$ cat config.mk
export PLATFORM = sky130hd
export DESIGN_NAME = http_response_header_parser
export DESIGN_NICKNAME = d
export VERILOG_FILES = /design/src/hrhp_pkg.sv /design/src/hrhp_queue.sv /design/src/hrhp_front.sv /design/src/hrhp_back.sv /design/src/http_response_header_parser.sv
export SDC_FILE = /design/constraint.sdc
export NUM_CORES = 1
export LEC_CHECK = 0
export BUFFER_PORTS_ARGS = -buffer_cell sky130_fd_sc_hd__buf_4
export CORE_ASPECT_RATIO = 0.9
export CORE_UTILIZATION = 55
export DETAILED_ROUTE_END_ITERATION = 6
export PLACE_DENSITY = 0.73
export REMOVE_ABC_BUFFERS = 1
export SKIP_CTS_REPAIR_TIMING = 1
export SLEW_MARGIN = 20
export SYNTH_ARGS = -nofsm -noshare
export SYNTH_HDL_FRONTEND = slang
export SYNTH_HIERARCHICAL = 1
export SYNTH_SLANG_ARGS = --single-unit
export TNS_END_PERCENT = 5
$ cat constraint.sdc
create_clock -name aclk -period 10.6 [get_ports aclk]
set_input_delay 0 -clock aclk [delete_from_list [all_inputs] [get_ports aclk]]
set_output_delay 0 -clock aclk [all_outputs]
set_load 0.02 [all_outputs]
$ cat src/hrhp_pkg.sv
package hrhp_pkg;

    localparam int COUNT_WIDTH_DEF = 32;
    localparam int QUEUE_DEPTH     = 2;
    localparam int PREFIX_LEN      = 5;
    localparam int NAME_CHARS      = 14;
    localparam int MIN_LENGTH      = 12;
    localparam int OUT_DATA_WIDTH  = 80;

    localparam logic [7:0] CHAR_SPACE = 8'h20;
    localparam logic [7:0] CHAR_COLON = 8'h3A;
    localparam logic [7:0] CHAR_CR    = 8'h0D;
    localparam logic [7:0] CHAR_LF    = 8'h0A;
    localparam logic [7:0] CHAR_ZERO  = 8'h30;
    localparam logic [7:0] CHAR_NINE  = 8'h39;

    typedef enum logic [2:0] {
        ST_PREFIX,
        ST_SEEK_SPACE,
        ST_DIGIT1,
        ST_DIGIT2,
        ST_DIGIT3,
        ST_EXTRA,
        ST_DONE,
        ST_FAIL
    } status_stage_t;

    typedef enum logic [2:0] {
        LN_NAME,
        LN_SKIP,
        LN_SPACES,
        LN_DIGITS,
        LN_DONE
    } line_stage_t;

    typedef enum logic [1:0] {
        ERR_OK      = 2'd0,
        ERR_INVALID = 2'd1,
        ERR_NO_END  = 2'd2
    } error_code_t;

    // One classified input byte as it travels through the queue.
    typedef struct packed {
        logic [7:0] data_byte;
        logic       last_byte;
        logic       is_digit;
        logic [3:0] digit;
        logic       is_space;
        logic       is_colon;
        logic       is_cr;
        logic       is_lf;
    } byte_class_t;

    function automatic logic [7:0] prefix_char(input logic [2:0] idx);
        logic [7:0] ch;
        case (idx)
            3'd0:    ch = 8'h48; // H
            3'd1:    ch = 8'h54; // T
            3'd2:    ch = 8'h54; // T
            3'd3:    ch = 8'h50; // P
            3'd4:    ch = 8'h2F; // /
            default: ch = 8'h00;
        endcase
        return ch;
    endfunction

    function automatic logic [7:0] name_char(input logic [3:0] idx);
        logic [7:0] ch;
        case (idx)
            4'd0:    ch = 8'h43; // C
            4'd1:    ch = 8'h6F; // o
            4'd2:    ch = 8'h6E; // n
            4'd3:    ch = 8'h74; // t
            4'd4:    ch = 8'h65; // e
            4'd5:    ch = 8'h6E; // n
            4'd6:    ch = 8'h74; // t
            4'd7:    ch = 8'h2D; // -
            4'd8:    ch = 8'h4C; // L
            4'd9:    ch = 8'h65; // e
            4'd10:   ch = 8'h6E; // n
            4'd11:   ch = 8'h67; // g
            4'd12:   ch = 8'h74; // t
            4'd13:   ch = 8'h68; // h
            default: ch = 8'h00;
        endcase
        return ch;
    endfunction

endpackage

$ cat src/hrhp_queue.sv
module hrhp_queue (
    input  logic                  aclk,
    input  logic                  aresetn,
    input  logic                  push,
    input  hrhp_pkg::byte_class_t push_item,
    output logic                  full,
    input  logic                  pop,
    output hrhp_pkg::byte_class_t pop_item,
    output logic                  not_empty
);

    localparam int DEPTH = hrhp_pkg::QUEUE_DEPTH;
    localparam int PTR_W = (DEPTH > 1) ? $clog2(DEPTH) : 1;
    localparam int CNT_W = $clog2(DEPTH + 1);

    hrhp_pkg::byte_class_t entries_reg [DEPTH];
    logic [PTR_W-1:0] wr_ptr_reg, wr_ptr_next;
    logic [PTR_W-1:0] rd_ptr_reg, rd_ptr_next;
    logic [CNT_W-1:0] count_reg, count_next;

    assign full      = (count_reg == CNT_W'(DEPTH));
    assign not_empty = (count_reg != '0);
    assign pop_item  = entries_reg[rd_ptr_reg];

    always_comb begin
        wr_ptr_next = wr_ptr_reg;
        rd_ptr_next = rd_ptr_reg;
        count_next  = count_reg;
        if (push) begin
            wr_ptr_next = (wr_ptr_reg == PTR_W'(DEPTH - 1)) ? '0 : wr_ptr_reg + 1'b1;
        end
        if (pop) begin
            rd_ptr_next = (rd_ptr_reg == PTR_W'(DEPTH - 1)) ? '0 : rd_ptr_reg + 1'b1;
        end
        if (push && !pop) begin
            count_next = count_reg + 1'b1;
        end else if (pop && !push) begin
            count_next = count_reg - 1'b1;
        end
    end

    always_ff @(posedge aclk) begin
        if (!aresetn) begin
            wr_ptr_reg <= '0;
            rd_ptr_reg <= '0;
            count_reg  <= '0;
        end else begin
            wr_ptr_reg <= wr_ptr_next;
            rd_ptr_reg <= rd_ptr_next;
            count_reg  <= count_next;
        end
    end

    always_ff @(posedge aclk) begin
        if (push) begin
            entries_reg[wr_ptr_reg] <= push_item;
        end
    end

endmodule

$ cat src/hrhp_front.sv
module hrhp_front (
    input  logic                  s_tvalid,
    output logic                  s_tready,
    input  logic [7:0]            s_tdata,
    input  logic                  s_tlast,
    input  logic                  queue_full,
    output logic                  push,
    output hrhp_pkg::byte_class_t push_item
);

    // Accept whenever the queue has room; classify the byte on the way in.
    assign s_tready = !queue_full;
    assign push     = s_tvalid && !queue_full;

    always_comb begin
        push_item.data_byte = s_tdata;
        push_item.last_byte = s_tlast;
        push_item.is_digit  = (s_tdata >= hrhp_pkg::CHAR_ZERO) &&
                              (s_tdata <= hrhp_pkg::CHAR_NINE);
        push_item.digit     = 4'(s_tdata - hrhp_pkg::CHAR_ZERO);
        push_item.is_space  = (s_tdata == hrhp_pkg::CHAR_SPACE);
        push_item.is_colon  = (s_tdata == hrhp_pkg::CHAR_COLON);
        push_item.is_cr     = (s_tdata == hrhp_pkg::CHAR_CR);
        push_item.is_lf     = (s_tdata == hrhp_pkg::CHAR_LF);
    end

endmodule

$ cat src/hrhp_back.sv
module hrhp_back #(
    parameter int COUNT_WIDTH = hrhp_pkg::COUNT_WIDTH_DEF
) (
    input  logic                                aclk,
    input  logic                                aresetn,
    input  hrhp_pkg::byte_class_t               item,
    input  logic                                item_valid,
    output logic                                item_pop,
    output logic                                m_tvalid,
    input  logic                                m_tready,
    output logic [hrhp_pkg::OUT_DATA_WIDTH-1:0] m_tdata
);

    localparam int W = COUNT_WIDTH;
    localparam logic [W-1:0] COUNT_MAX = '1;

    logic [W-1:0]              byte_counter_reg, byte_counter_next;
    hrhp_pkg::status_stage_t   status_stage_reg, status_stage_next;
    logic                      status_ok_reg, status_ok_next;
    logic [9:0]                status_accum_reg, status_accum_next;
    logic [1:0]                term_reg, term_next;
    logic                      header_found_reg, header_found_next;
    logic [W-1:0]              header_bytes_reg, header_bytes_next;
    logic [3:0]                name_idx_reg, name_idx_next;
    hrhp_pkg::line_stage_t     line_stage_reg, line_stage_next;
    logic [W-1:0]              length_accum_reg, length_accum_next;
    logic                      length_found_reg, length_found_next;
    logic                      out_valid_reg, out_valid_next;
    logic [hrhp_pkg::OUT_DATA_WIDTH-1:0] out_data_reg, out_data_next;

    // Values after this byte, before the end-of-buffer clear.
    logic [W-1:0]              count;
    hrhp_pkg::status_stage_t   upd_status_stage;
    logic                      upd_status_ok;
    logic [9:0]                upd_status_accum;
    logic [1:0]                upd_term;
    logic                      upd_header_found;
    logic [W-1:0]              upd_header_bytes;
    logic [3:0]                upd_name_idx;
    hrhp_pkg::line_stage_t     upd_line_stage;
    logic [W-1:0]              upd_length_accum;
    logic                      upd_length_found;

    logic [12:0]               st_sum;
    logic [W+3:0]              len_sum;
    logic [W-1:0]              len_added;
    logic [W-1:0]              body;
    logic [W+31:0]             hdr_ext;
    logic [W+31:0]             body_ext;
    hrhp_pkg::error_code_t     err;
    logic [9:0]                status_out;
    logic [31:0]               hdr_out;
    logic [31:0]               body_out;

    assign item_pop = item_valid && (!item.last_byte || !out_valid_reg || m_tready);
    assign m_tvalid = out_valid_reg;
    assign m_tdata  = out_data_reg;

    assign count    = (byte_counter_reg == COUNT_MAX) ? COUNT_MAX : byte_counter_reg + 1'b1;
    assign st_sum   = {status_accum_reg, 3'b000} + {2'b00, status_accum_reg, 1'b0} +
                      13'(item.digit);
    assign len_sum  = {1'b0, length_accum_reg, 3'b000} + {3'b000, length_accum_reg, 1'b0} +
                      (W+4)'(item.digit);
    // 10*a + d exceeds the counter range exactly when the top bits are set.
    assign len_added = (len_sum[W+3:W] != 4'b0000) ? COUNT_MAX : len_sum[W-1:0];

    always_comb begin
        upd_status_stage = status_stage_reg;
        upd_status_ok    = status_ok_reg;
        upd_status_accum = status_accum_reg;
        case (status_stage_reg)
            hrhp_pkg::ST_PREFIX: begin
                if ((byte_counter_reg < W'(hrhp_pkg::PREFIX_LEN)) &&
                    (item.data_byte == hrhp_pkg::prefix_char(byte_counter_reg[2:0]))) begin
                    if (byte_counter_reg == W'(hrhp_pkg::PREFIX_LEN - 1)) begin
                        upd_status_stage = hrhp_pkg::ST_SEEK_SPACE;
                    end
                end else begin
                    upd_status_stage = hrhp_pkg::ST_FAIL;
                end
            end
            hrhp_pkg::ST_SEEK_SPACE: begin
                if (item.is_space) begin
                    upd_status_stage = hrhp_pkg::ST_DIGIT1;
                end
            end
            hrhp_pkg::ST_DIGIT1, hrhp_pkg::ST_DIGIT2, hrhp_pkg::ST_DIGIT3: begin
                if (item.is_digit) begin
                    upd_status_accum = st_sum[9:0];
                    if (status_stage_reg == hrhp_pkg::ST_DIGIT1) begin
                        upd_status_stage = hrhp_pkg::ST_DIGIT2;
                    end else if (status_stage_reg == hrhp_pkg::ST_DIGIT2) begin
                        upd_status_stage = hrhp_pkg::ST_DIGIT3;
                    end else begin
                        upd_status_stage = hrhp_pkg::ST_EXTRA;
                    end
                end else begin
                    upd_status_stage = hrhp_pkg::ST_FAIL;
                end
            end
            hrhp_pkg::ST_EXTRA: begin
                upd_status_ok    = 1'b1;
                upd_status_stage = hrhp_pkg::ST_DONE;
            end
            default: begin
            end
        endcase
    end

    always_comb begin
        upd_term         = term_reg;
        upd_header_found = header_found_reg;
        upd_header_bytes = header_bytes_reg;
        upd_name_idx     = name_idx_reg;
        upd_line_stage   = line_stage_reg;
        upd_length_accum = length_accum_reg;
        upd_length_found = length_found_reg;
        if (!header_found_reg) begin
            if (term_reg[0] && item.is_lf) begin
                upd_name_idx   = '0;
                upd_line_stage = length_found_reg ? hrhp_pkg::LN_DONE : hrhp_pkg::LN_NAME;
            end else begin
                case (line_stage_reg)
                    hrhp_pkg::LN_NAME: begin
                        if (item.is_colon) begin
                            if (name_idx_reg == 4'(hrhp_pkg::NAME_CHARS)) begin
                                upd_length_found = 1'b1;
                                upd_length_accum = '0;
                                upd_line_stage   = hrhp_pkg::LN_SPACES;
                            end else begin
                                upd_line_stage = hrhp_pkg::LN_SKIP;
                            end
                        end else if ((name_idx_reg < 4'(hrhp_pkg::NAME_CHARS)) &&
                                     (item.data_byte == hrhp_pkg::name_char(name_idx_reg))) begin
                            upd_name_idx = name_idx_reg + 1'b1;
                        end else begin
                            upd_line_stage = hrhp_pkg::LN_SKIP;
                        end
                    end
                    hrhp_pkg::LN_SPACES: begin
                        if (!item.is_space) begin
                            if (item.is_digit) begin
                                upd_length_accum = len_added;
                                upd_line_stage   = hrhp_pkg::LN_DIGITS;
                            end else begin
                                upd_line_stage = hrhp_pkg::LN_DONE;
                            end
                        end
                    end
                    hrhp_pkg::LN_DIGITS: begin
                        if (item.is_digit) begin
                            upd_length_accum = len_added;
                        end else begin
                            upd_line_stage = hrhp_pkg::LN_DONE;
                        end
                    end
                    default: begin
                    end
                endcase
            end

            if (item.is_cr) begin
                upd_term = (term_reg == 2'd2) ? 2'd3 : 2'd1;
            end else if (item.is_lf && (term_reg == 2'd1)) begin
                upd_term = 2'd2;
            end else if (item.is_lf && (term_reg == 2'd3)) begin
                upd_header_found = 1'b1;
                upd_term         = 2'd0;
                upd_header_bytes = count;
            end else begin
                upd_term = 2'd0;
            end
        end
    end

    // Result fields from the state as it stands after the last byte.
    always_comb begin
        body     = upd_length_found ? upd_length_accum : count - upd_header_bytes;
        hdr_ext  = {32'b0, upd_header_bytes};
        body_ext = {32'b0, body};
        if ((count < W'(hrhp_pkg::MIN_LENGTH)) || !upd_status_ok) begin
            err        = hrhp_pkg::ERR_INVALID;
            status_out = '0;
            hdr_out    = '0;
            body_out   = '0;
        end else if (!upd_header_found) begin
            err        = hrhp_pkg::ERR_NO_END;
            status_out = upd_status_accum;
            hdr_out    = '0;
            body_out   = '0;
        end else begin
            err        = hrhp_pkg::ERR_OK;
            status_out = upd_status_accum;
            hdr_out    = hdr_ext[31:0];
            body_out   = body_ext[31:0];
        end
    end

    always_comb begin
        byte_counter_next = byte_counter_reg;
        status_stage_next = status_stage_reg;
        status_ok_next    = status_ok_reg;
        status_accum_next = status_accum_reg;
        term_next         = term_reg;
        header_found_next = header_found_reg;
        header_bytes_next = header_bytes_reg;
        name_idx_next     = name_idx_reg;
        line_stage_next   = line_stage_reg;
        length_accum_next = length_accum_reg;
        length_found_next = length_found_reg;
        out_valid_next    = out_valid_reg && !m_tready;
        out_data_next     = out_data_reg;
        if (item_pop) begin
            if (item.last_byte) begin
                byte_counter_next = '0;
                status_stage_next = hrhp_pkg::ST_PREFIX;
                status_ok_next    = 1'b0;
                status_accum_next = '0;
                term_next         = '0;
                header_found_next = 1'b0;
                header_bytes_next = '0;
                name_idx_next     = '0;
                line_stage_next   = hrhp_pkg::LN_NAME;
                length_accum_next = '0;
                length_found_next = 1'b0;
                out_valid_next    = 1'b1;
                out_data_next     = {4'b0000, body_out, hdr_out, status_out, err};
            end else begin
                byte_counter_next = count;
                status_stage_next = upd_status_stage;
                status_ok_next    = upd_status_ok;
                status_accum_next = upd_status_accum;
                term_next         = upd_term;
                header_found_next = upd_header_found;
                header_bytes_next = upd_header_bytes;
                name_idx_next     = upd_name_idx;
                line_stage_next   = upd_line_stage;
                length_accum_next = upd_length_accum;
                length_found_next = upd_length_found;
            end
        end
    end

    always_ff @(posedge aclk) begin
        if (!aresetn) begin
            byte_counter_reg <= '0;
            status_stage_reg <= hrhp_pkg::ST_PREFIX;
            status_ok_reg    <= 1'b0;
            status_accum_reg <= '0;
            term_reg         <= '0;
            header_found_reg <= 1'b0;
            header_bytes_reg <= '0;
            name_idx_reg     <= '0;
            line_stage_reg   <= hrhp_pkg::LN_NAME;
            length_accum_reg <= '0;
            length_found_reg <= 1'b0;
            out_valid_reg    <= 1'b0;
        end else begin
            byte_counter_reg <= byte_counter_next;
            status_stage_reg <= status_stage_next;
            status_ok_reg    <= status_ok_next;
            status_accum_reg <= status_accum_next;
            term_reg         <= term_next;
            header_found_reg <= header_found_next;
            header_bytes_reg <= header_bytes_next;
            name_idx_reg     <= name_idx_next;
            line_stage_reg   <= line_stage_next;
            length_accum_reg <= length_accum_next;
            length_found_reg <= length_found_next;
            out_valid_reg    <= out_valid_next;
        end
    end

    always_ff @(posedge aclk) begin
        out_data_reg <= out_data_next;
    end

endmodule

$ cat src/http_response_header_parser.sv
// HTTP response header parser.
// The slave channel takes one buffer byte per beat in s_tdata, with s_tlast
// high on the final byte of the buffer. Exactly one result beat leaves on the
// master channel for each buffer, after its last byte; other bytes give none.
// The result reports the error code, the three-digit status, the header length
// through the first CR LF CR LF, and the body length (the Content-Length value,
// or the bytes after the header when no such line is seen).
// Throughput is one byte per cycle while no result stalls the back end: the
// front end classifies each byte and writes it into a two-entry queue, and
// the back end folds one byte per cycle into its running parse state. The
// last byte goes through the queue and then the output register to m_tvalid.
// When m_tready is low, the back end keeps consuming bytes of the next buffer
// and stops only at that buffer's last byte while the earlier result still
// waits; the queue then fills and s_tready drops.
// Reset (aresetn low, synchronous) clears the queue, the parse state and the
// output valid flag; the next byte after reset starts a new buffer.
module http_response_header_parser #(
    parameter int COUNT_WIDTH = hrhp_pkg::COUNT_WIDTH_DEF
) (
    input  logic        aclk,
    input  logic        aresetn,
    input  logic        s_tvalid,
    output logic        s_tready,
    input  logic [7:0]  s_tdata,   // [7:0] data_byte
    input  logic        s_tlast,   // last_byte
    output logic        m_tvalid,
    input  logic        m_tready,
    output logic [79:0] m_tdata    // [1:0] error_code, [11:2] status_code,
                                   // [43:12] header_length, [75:44] body_length,
                                   // [79:76] zero
);

    hrhp_pkg::byte_class_t push_item;
    hrhp_pkg::byte_class_t pop_item;
    logic                  push;
    logic                  pop;
    logic                  queue_full;
    logic                  queue_not_empty;

    // Front end: handshake on the slave side and byte classification.
    hrhp_front u_front (
        .s_tvalid   (s_tvalid),
        .s_tready   (s_tready),
        .s_tdata    (s_tdata),
        .s_tlast    (s_tlast),
        .queue_full (queue_full),
        .push       (push),
        .push_item  (push_item)
    );

    // The queue lets the back end stall on a waiting result without
    // stalling the byte stream at once.
    hrhp_queue u_queue (
        .aclk      (aclk),
        .aresetn   (aresetn),
        .push      (push),
        .push_item (push_item),
        .full      (queue_full),
        .pop       (pop),
        .pop_item  (pop_item),
        .not_empty (queue_not_empty)
    );

    // Back end: parse state and the output register.
    hrhp_back #(
        .COUNT_WIDTH (COUNT_WIDTH)
    ) u_back (
        .aclk       (aclk),
        .aresetn    (aresetn),
        .item       (pop_item),
        .item_valid (queue_not_empty),
        .item_pop   (pop),
        .m_tvalid   (m_tvalid),
        .m_tready   (m_tready),
        .m_tdata    (m_tdata)
    );

endmodule

# Word-level counts from Yosys, hierarchy flattened
# Memory sizes are Yosys's and may differ from the RTL's. A register that Yosys moved wholly into a read port is not among the register bits.
# Cells that the tools add are included.
# totals
ram_bits	36
in_bits	13
mem_bits_ro	112
reg_bits	202
mem_count	2
# op_classes
reduce_logical	39
bitwise_logic	1
eq_ne	31
magnitude_cmp	5
add_sub_neg	12
muxes	82
# mem_list
memory	depth	width	rd	rd_ports_with_merged_regs	wr	line_no	text
(no name shown)	16	7	1	1	0	hrhp_pkg.sv:69	case (idx)
u_queue.entries_reg	2	18	1	1	1	hrhp_queue.sv:16	hrhp_pkg::byte_class_t entries_reg [DEPTH];
# op_table
cell	count
32-bit two-way mux	16
32-bit case mux with 3 select lines	1
3-bit two-way mux	15
8-bit two-way mux	5
35-bit by 33-bit adder with 36-bit output	1
36-bit by 4-bit adder with 36-bit output	1
32-bit by 1-bit adder with 32-bit output (second input constant)	1
32-bit by 3-bit == test with 1-bit output (second input constant)	1
32-bit == test (second input constant)	1
32-bit by 3-bit less-than comparator with 1-bit output (second input constant)	1
32-bit by 4-bit less-than comparator with 1-bit output (second input constant)	1
4-bit two-way mux	8
32-bit subtractor	1
10-bit two-way mux	3
7-bit case mux with 4 select lines	1
1-bit two-way mux	22
3-bit by 2-bit == test with 1-bit output (second input constant)	6
2-bit two-way mux	9
8-bit by 4-bit == test with 1-bit output (second input constant)	2
8-bit by 6-bit == test with 1-bit output (second input constant)	2
8-bit == test	2
3-bit case mux with 4 select lines	1
1-bit logical AND	11
10-bit adder	1
34 further kinds	57

# Logic depth before layout (Yosys ltp)
# Gate-level depths: netlist of run 1.
# depth
depth_word	14
ltp_mapped	21
mapped_depth_nobuf	18

# Hierarchy
# The synthesis of run 1 kept the hierarchy.
# by_module_without_submodules
module	instances	seq_area_each_um2	area_each_um2	cells_each
hrhp_back	1	4864.7	14901.8	1761
hrhp_queue	1	1181.1	1521.5	78
hrhp_front	1	0.0	197.7	27

# Least setup slack after synthesis of run 1
# Ideal clock, no wire load.
# synth_timing
kind	flip-flop to flip-flop
startpoint	reg (tool-made name)
endpoint	reg u_back.status_stage_reg[1]
t_arrival_ps	5600
path_slack_ps	4886
stages_incl_launch_ff	12
cell_sequence	dfxtp_1 > buf_2 > buf_6 > mux2_2 > clkbuf_1 > nand2_1 > nand2_1 > clkbuf_1 > nor2_1 > nor2_1 > and2_1 > o21a_1
# synth_rtl
item	line_no	text
end signal, assigned	hrhp_back.sv:247	status_stage_reg <= hrhp_pkg::ST_PREFIX;
end signal, assigned	hrhp_back.sv:260	status_stage_reg <= status_stage_next;
end, declared	hrhp_back.sv:18	hrhp_pkg::status_stage_t status_stage_reg, status_stage_next;

==> results of run 1 <==
## worst register-to-register path, delay by kind of cell, from the launching register on
family | cells | cell delay, ns
compound gates | 7 | 2.65
flops | 1 | 0.87
fa+ha+maj | 2 | 0.83
simple gates | 3 | 0.65
mux | 1 | 0.48
## cell usage after synthesis (33+ instances only)
cell type / count
o21ai_0: 125
ha_1: 123
clkbuf_1: 71
xnor2_1: 68
a22oi_1: 40
nor2b_1: 61
nand2_1: 157
xor2_1: 33
dfxtp_1: 134
and2_1: 48
a21oi_1: 144
inv_1: 49
nor2_1: 154
edfxtp_1: 112
## cell type report
class / count / area [µm²] / share of cell area [%]
Sequential cell: 246 / 6050 / 32.8
Clock inverter: 19 / 259 / 1.40
Inverter: 51 / 193 / 1.04
Timing Repair Buffer: 117 / 908 / 4.92
Clock buffer: 31 / 701 / 3.80
Tap cell: 403 / 504 / 2.73
Multi-Input combinational cell: 1455 / 9850 / 53.3
## worst paths after layout
| check | start | endpoint | cells past startpoint |
|---|---|---|---|
| setup reg to reg | flop | u_back/m_tdata[70]$_SDFFCE_PP0P_ | 13 |
| setup / recovery | flop | u_back/m_tdata[70]$_SDFFCE_PP0P_ | 13 |
| hold / removal | s_tlast | u_queue/entries_reg[1][9]$_DFFE_PP_ | 2 |
| hold reg to reg | u_back/status_ok_reg$_SDFFE_PN0P_ | u_back/status_ok_reg$_SDFFE_PN0P_ | 2 |
## kinds of logic after synthesis
family / share of synthesized area, %
AO/OA/AOI/OAI: 21.6
XOR/XNOR: 5.32
buffers and inverters: 4.61
multiplexers: 3.20
flip-flops: 36.4
other: 0.0226
AND/OR/NAND/NOR: 19.0
adder cells (fa/ha/maj): 9.86
## through the flow
| stage | instances | instance area (µm²) | util (%) | hold slack (ns) |
|---|---|---|---|---|
| after detailed placement | 2260 | 17400 | 58.3 | 0.189 |
| after global routing | 2322 | 18500 | 61.9 | 0.168 |
| after floorplan | 1752 | 16100 | - | 0.0989 |
| after CTS | 2310 | 18300 | 61.5 | -0.387 |
| after global placement | 2260 | 17400 | 58.3 | 0.186 |
| final | 2322 | 18500 | 61.9 | 0.178 |
## power breakdown
| part | switching, W | internal (W) |
|---|---|---|
| clock | 0.000412 | 0.000603 |
| combinational | 0.000702 | 0.000368 |
| sequential | 0.0000855 | 0.00120 |
| total | 0.00120 | 0.00217 |
## per-layer routing
| metal | global-route usage [%] | routed length (µm) | vias to the layer above |
|---|---|---|---|
| met5 | 0 | 0 | - |
| li1 | - | - | 6886 |
| met2 | 44.6 | 20500 | 580 |
| met3 | 5.82 | 3590 | 83 |
| met1 | 39.1 | 19400 | 6846 |
| met4 | 9.34 | 1330 | 0 |
==> flow_metrics.tcl, run 1 <==
set metrics [dict create \
    finalNetCount 2039 \
    rsz0062_at_grt "no" \
    die-area_um2 30900 \
    root_buffer "clkbuf_16" \
    wirelength_um 44800 \
    final_cell_mix "nand2_1, nor2_1, a21oi_1" \
    vias 14400 \
    insertion_delay_ns 0.56 \
    max_freq_mhz 177 \
    final_common_cell "nand2_1" \
    cp_cell_sequence "mux2_2, fa_1, ha_1, a211oi_1, o21ai_0, o211ai_1, a2111oi_0, nor4_1, o2111ai_1, a31o_2, nor2_1, or3_1, a221oi_1" \
    slowest_stage "dfxtp_1" \
    finalWorstSetupSlack_ns 4.94 \
    first_global_vias 13100 \
    clock_skew_ns 0.0166 \
    gp_congestion 0.929 \
    io_pins 95 \
    clk_path_buf_depth 3 \
    synthCells 1866 \
    largest_reg_flops 76 \
    syn_avg_cell_area_um2 8.91 \
    die_h_um 167 \
    antenna_found_initial 0 \
    port_buffers 90 \
    leakage_nw 7.24 \
    cts_max_level 1 \
    netlist.area_leader.share_pct 20.2 \
    r2r_slack_ns 4.94 \
    arrival_ns 6.03 \
    clk_pin_slew_ns 0.06 \
    yosysTopAreaCell "edfxtp_1" \
    drt_iter0_markers 1311 \
    finalPower_w 0.00337 \
    vias_per_cell 6.20 \
    max_slew_margin_pct 34.9 \
    cp_top_family "compound AO/OA/AOI/OAI gates" \
    drcViolationCount 7 \
    fillers 2500 \
    tightestPinTransition_ns 0.975 \
    ys_seq_area_share_pct 36.4 \
    synth_edf_count 112 \
    yosys_most_used_dff "dfxtp_1" \
    hp-class "in -> reg" \
    place_hpwl_um 32100 \
    drv_cap 0 \
    critPathMaxStageDelay_ns 0.87 \
    layout-drive-gt1-share_pct 11.8 \
    ys_seq_elements 246 \
    diodes 0 \
    die_x_um 185 \
    coreArea_um2 29800 \
    slew_violations 0 \
    grt.total_usage_pct 28.5 \
    grt_pass1_wl_um 70000 \
    path_class "reg -> reg" \
    peakVddDrop_mv 0.214 \
    pre_cts_ws_ns 4.90 \
    path_buf_inv 0 \
    grt_max_degree 93 \
    cts_sinks 246 \
    violations "design-rule violations" \
    finalSetupViolations 0 \
    synth_cell_type_count 94 \
    areaGrowthSynthToFinish_pct 11.0 \
    start_util_pct 55.8 \
    netlist_area_um2 16600 \
    drtPass1Iterations 7 \
    grt-ovfl-total 0 \
    layout_min_cycle_time_ns 5.66 \
    start_kind "flop" \
    end_kind "flop" \
    cts_tree "yes" \
    synthArstFlopShare_pct 0 \
    finalSetupTns_ns 0 \
    outcome "finished, violations left" \
    min_period_over_period_pct 53.4 \
    hold_viol_final 0 \
    synthTopCellsByArea "edfxtp_1, dfxtp_1, ha_1, a21oi_1, o21ai_0" \
    crit_required_ns 10.97 \
    ant_nets 0 \
    wl_per_cell_um 19.3 \
    yosysWarnings 6 \
    crit_fanout 37 \
    cts_buffers 27 \
    std_cell_rows 60 \
    power.density_nw_per_um2 183 \
]
Power figures use the tool's default switching activity.
==> run 2, diff against run 1 <==
Settings changed: PLACE_DENSITY 0.73 to 0.76.
Clock period 10.6 ns to 5 ns, I/O delays scaled along.
==> run 2 against run 1 <==
The flow finishes with violations (negative hold slack). Power up 110%. Clock power rose by 100%. Critical path depth is 3 higher. First-iteration DRC count increased by 12%. Critical path type unchanged. Register-to-register slack lost 4.7 ns. Combinational power up 120%. Largest power group unchanged. Sequential share of layout area down 0.66 points. Count of clock-buffer cells in the layout rose by 1.
==> flow_metrics.tcl, run 2 (synthesis results as in run 1) <==
set metrics [dict create \
    final_cell_mix "buf_4, nand2_1, nor2_1" \
    placed_area_um2 17700 \
    drcViolationCount 0 \
    vias 14800 \
    cts_max_level 1 \
    insertion_delay_ns 0.55 \
    grt_pass1_wl_um 73600 \
    min_path_cells 4 \
    layout_min_cycle_time_ns 4.81 \
    clk_path_buf_depth 3 \
    ant_nets 0 \
    leakage_nw 7.50 \
    grt_max_degree 71 \
    slew_violations 0 \
    multi_input_area_um2 9870 \
    first_global_vias 13500 \
    grt-ovfl-total 0 \
    crit_required_ns 5.30 \
    peakVddDrop_mv 0.423 \
    die_h_um 167 \
    root_buffer "clkbuf_16" \
    io_pins 95 \
    final_core_util_pct 63.2 \
    power.density_nw_per_um2 378 \
    final_area_um2 18800 \
    outcome "finished, violations left" \
    arrival_ns 5.11 \
    violations "negative hold slack" \
    pre_cts_ws_ns 0.183 \
    finalPower_w 0.00712 \
    rsz0062_at_grt "yes" \
    finalNetCount 2090 \
    hp-class "in -> reg" \
    grt.total_usage_pct 29.9 \
    cts_tree "yes" \
    tightestPinTransition_ns 0.929 \
    clock_skew_ns 0.0181 \
    wl_per_cell_um 19.9 \
    areaGrowthSynthToFinish_pct 13.3 \
    timing.hold.ws_ns -0.0257 \
    hold_viol_final 1 \
    std_cell_rows 60 \
    largest_reg_flops 76 \
    layout-drive-gt1-share_pct 14.4 \
    end_kind "flop" \
    ff_latch_area_um2 6050 \
    wirelength_um 47100 \
    min_period_over_period_pct 96.1 \
    r2r_cells 16 \
    gp_congestion 0.925 \
    port_buffers 90 \
    fillers 2496 \
    die_x_um 185 \
    finalSetupViolations 0 \
    start_kind "flop" \
    path_class "reg -> reg" \
    coreArea_um2 29800 \
    cts_sinks 246 \
    final_common_cell "buf_4" \
    place_hpwl_um 34300 \
    max_slew_margin_pct 37.8 \
    max_freq_mhz 208 \
    drt_iter0_markers 1465 \
    drv_cap 0 \
    drtPass1Iterations 5 \
    die-area_um2 30900 \
    start_util_pct 55.8 \
    finalWorstSetupSlack_ns 0.193 \
    cts_buffers 26 \
    crit_fanout 22 \
    antenna_found_initial 2 \
    clk_pin_slew_ns 0.07 \
    vias_per_cell 6.24 \
]
run 2: cell types whose count changed in the layout (fill, tap and decap cells not counted), moves of 2 or more:
cell	before	now
clkbuf_8	1	4
clkinv_1	3	1
a2111oi_1	0	2
dlygate4sd3_1	12	10
a2111oi_0	2	0
buf_4	105	159
run 2: final timing paths:
path	startpoint	to	slack, ns
worst min-delay path	s_tvalid	u_queue/wr_ptr_reg$_SDFFE_PN0P_	-0.03
worst max register to register	flop	u_back/m_tdata[52]$_SDFFCE_PP0P_	0.19
worst min register to register	u_back/status_ok_reg$_SDFFE_PN0P_	u_back/status_ok_reg$_SDFFE_PN0P_	0.49
worst max-delay path	flop	u_back/m_tdata[52]$_SDFFCE_PP0P_	0.19
run 2: worst max-delay path: stages, from the launching register on:
cell      delay [ns]
dfxtp_1         0.39
buf_4           0.17
mux2_2          0.39
fa_1            0.58
inv_1           0.07
fa_1            0.46
nor2b_1         0.17
o31a_1          0.22
o22a_1          0.26
a221o_1         0.32
a21oi_2         0.14
nand3b_1        0.20
a31o_4          0.34
buf_4           0.22
nor2_1          0.31
o22ai_1         0.14
o21a_1          0.18
run 2: metrics by stage:
step                      setup TNS, ns  instances  hold slack [ns]
final                                 0       2373          -0.0257
after CTS                             0       2359           -0.364
after global routing            -0.0559       2372          0.00342
after global placement                0       2311            0.186
after floorplan                 -161.52       1752           0.0989
after detailed placement              0       2311            0.196
run 2: area by class of cell:
class / instances / area share (%)
flip-flops and latches: 246 / 32.1
multi-input cells: 1455 / 52.4
clock buffers: 32 / 3.79
diodes: 1 / 0.0133
repair buffers: 169 / 6.87
well taps: 403 / 2.68
clock inverters: 16 / 1.14
inverters: 51 / 1.02
run 2: routing by layer:
layer  wire length [µm]  share of wire, %  global-route usage [%]  vias to the layer above
li1                   -                 -                       -                     6998
met1              20400                43                    41.7                     7052
met2              21300                45                    46.9                      647
met3               3910               8.3                    4.96                      102
met4               1490               3.2                    9.81                        0
met5                  0                 0                       0                        -
run 2: where the power goes:
part	switching, W	total [W]	internal, W
Clock	0.000841	0.00207	0.00123
Combinational	0.00151	0.00232	0.000802
Sequential	0.000189	0.00274	0.00255
==> run 3, diff against run 2 <==
Settings changed: PLACE_DENSITY 0.76 to 0.73.
==> run 3 against run 2 <==
The run still ends with negative hold slack left. Final area increased by 0.46%. Routed wire length down 1.8%. Sequential share of layout area is 0.13 points lower. Count of clock-buffer cells in the layout is 2 higher. Global-route usage down 0.47 points. Worst hold slack worse by 0.014 ns. Clock skew up 0.015 ns. Core utilization increased by 0.29 points. Die area unchanged. Critical path type unchanged. Fmax increased by 0.29%. Sequential power about the same. Final cell count is 0.13% lower.
==> flow_metrics.tcl, run 3 (synthesis results as in run 1) <==
set metrics [dict create \
    outcome "finished, violations left" \
    violations "negative hold slack" \
    die_h_um 167 \
    drcViolationCount 0 \
    final_cells 2370 \
    final_cell_mix "nand2_1, buf_4, nor2_1" \
    hp-class "in -> reg" \
    place_hpwl_um 33600 \
    pre_cts_ws_ns 0.179 \
    path_class "reg -> reg" \
    grt-ovfl-total 0 \
    first_global_vias 13500 \
    drt_iter0_markers 1270 \
    cts_tree "yes" \
    dp_cells 2309 \
    hold_viol_final 1 \
    timing.hold.ws_ns -0.0396 \
    critPathMaxStageDelay_ns 0.52 \
    finalWorstSetupSlack_ns 0.208 \
    crit_fanout 37 \
    tightestPinTransition_ns 0.919 \
    power.density_nw_per_um2 384 \
    antenna_found_initial 0 \
    diodes 0 \
    drtPass1Iterations 5 \
    start_kind "flop" \
    start_util_pct 55.8 \
    port_buffers 90 \
    largest_reg_flops 76 \
    vias 14600 \
    final_common_cell "nand2_1" \
    insertion_delay_ns 0.56 \
    areaGrowthSynthToFinish_pct 13.8 \
    cts_sinks 246 \
    clk_path_buf_depth 3 \
    clk_pin_slew_ns 0.06 \
    slew_violations 0 \
    peakVddDrop_mv 0.366 \
    leakage_nw 7.54 \
    std_cell_rows 60 \
    wirelength_um 46300 \
    layout_min_cycle_time_ns 4.79 \
    grt_max_degree 97 \
    min_period_over_period_pct 95.8 \
    arrival_ns 5.15 \
    coreArea_um2 29800 \
    layout-drive-gt1-share_pct 14.3 \
    ant_nets 0 \
    die-area_um2 30900 \
    finalSetupViolations 0 \
    fillers 2421 \
    drv_cap 0 \
    max_slew_margin_pct 38.6 \
    die_x_um 185 \
    finalNetCount 2087 \
    io_pins 95 \
    grt.total_usage_pct 29.4 \
    cp_cell_sequence "buf_4, mux2_2, fa_1, ha_1, a211oi_2, o21ai_1, o211ai_1, a2111oi_1, o31a_1, o2111ai_1, a31o_2, buf_12, a211oi_1, or4_1, a21oi_1" \
    end_kind "flop" \
    final_core_util_pct 63.5 \
    max_freq_mhz 209 \
    slowest_stage "fa_1" \
    gp_congestion 0.924 \
    grt_pass1_wl_um 72500 \
    crit_required_ns 5.36 \
    root_buffer "clkbuf_16" \
    clock_skew_ns 0.0335 \
    wl_per_cell_um 19.5 \
    cts_buffers 27 \
    vias_per_cell 6.17 \
    cts_max_level 1 \
]
-- run 3: cell types whose count changed in the layout (fill, tap and decap cells not counted), sizes merged, moves of 2 or more --
cell | before | now
clkbuf | 32 | 34
bufinv | 4 | 6
buf | 159 | 155
clkinvlp | 3 | 5
clkinv | 11 | 6
-- run 3: routing by layer --
metal	global-route usage, %	part of all wire, %
met2	47.3	46
met3	4.24	7.4
met4	8.26	2.6
met1	41.0	44
met5	0	0
-- run 3: final timing paths --
kind / start / endpoint / slack [ns] / cells past startpoint
worst min-delay path: s_tvalid / u_queue/wr_ptr_reg$_SDFFE_PN0P_ / -0.04 / 4
worst max-delay path: flop / u_back/m_tdata[72]$_SDFFCE_PP0P_ / 0.21 / 15
worst min register to register: u_back/status_ok_reg$_SDFFE_PN0P_ / u_back/status_ok_reg$_SDFFE_PN0P_ / 0.50 / 2
worst max register to register: flop / u_back/m_tdata[72]$_SDFFCE_PP0P_ / 0.21 / 15
-- run 3: area by class of cell --
| class | count | area [µm²] | area share [%] |
|---|---|---|---|
| Timing Repair Buffer | 165 | 1280 | 6.75 |
| Tap cell | 403 | 504 | 2.67 |
| Inverter | 51 | 193 | 1.02 |
| Sequential cell | 246 | 6050 | 32.0 |
| Clock inverter | 16 | 254 | 1.34 |
| Clock buffer | 34 | 753 | 3.98 |
| Multi-Input combinational cell | 1455 | 9890 | 52.3 |
-- run 3: power by group --
part | internal, W | switching, W
Combinational | 0.000814 | 0.00152
Clock | 0.00138 | 0.000850
Sequential | 0.00255 | 0.000165
-- run 3: worst max-delay path: cells and delay by family, from the launching register on --
kind,cells,cell delay (ns)
buffers and inverters,2,0.37
AOI/OAI and AO/OA,9,2.09
DFF,1,0.38
muxes,1,0.39
and+or+nand+nor,1,0.48
adders and majority gates,2,0.87
-- run 3: metrics by stage --
step | power [W] | instance area [µm²] | TNS, ns | hold WS [ns]
detailed placement | 0.00504 | 17700 | 0 | 0.194
CTS | 0.00728 | 18800 | 0 | -0.376
finish | 0.00727 | 18900 | 0 | -0.0396
floorplan | 0.00411 | 16100 | -161.52 | 0.0989
global route | 0.00758 | 18900 | -0.0105 | 0.0127
global placement | 0.00500 | 17700 | 0 | 0.187
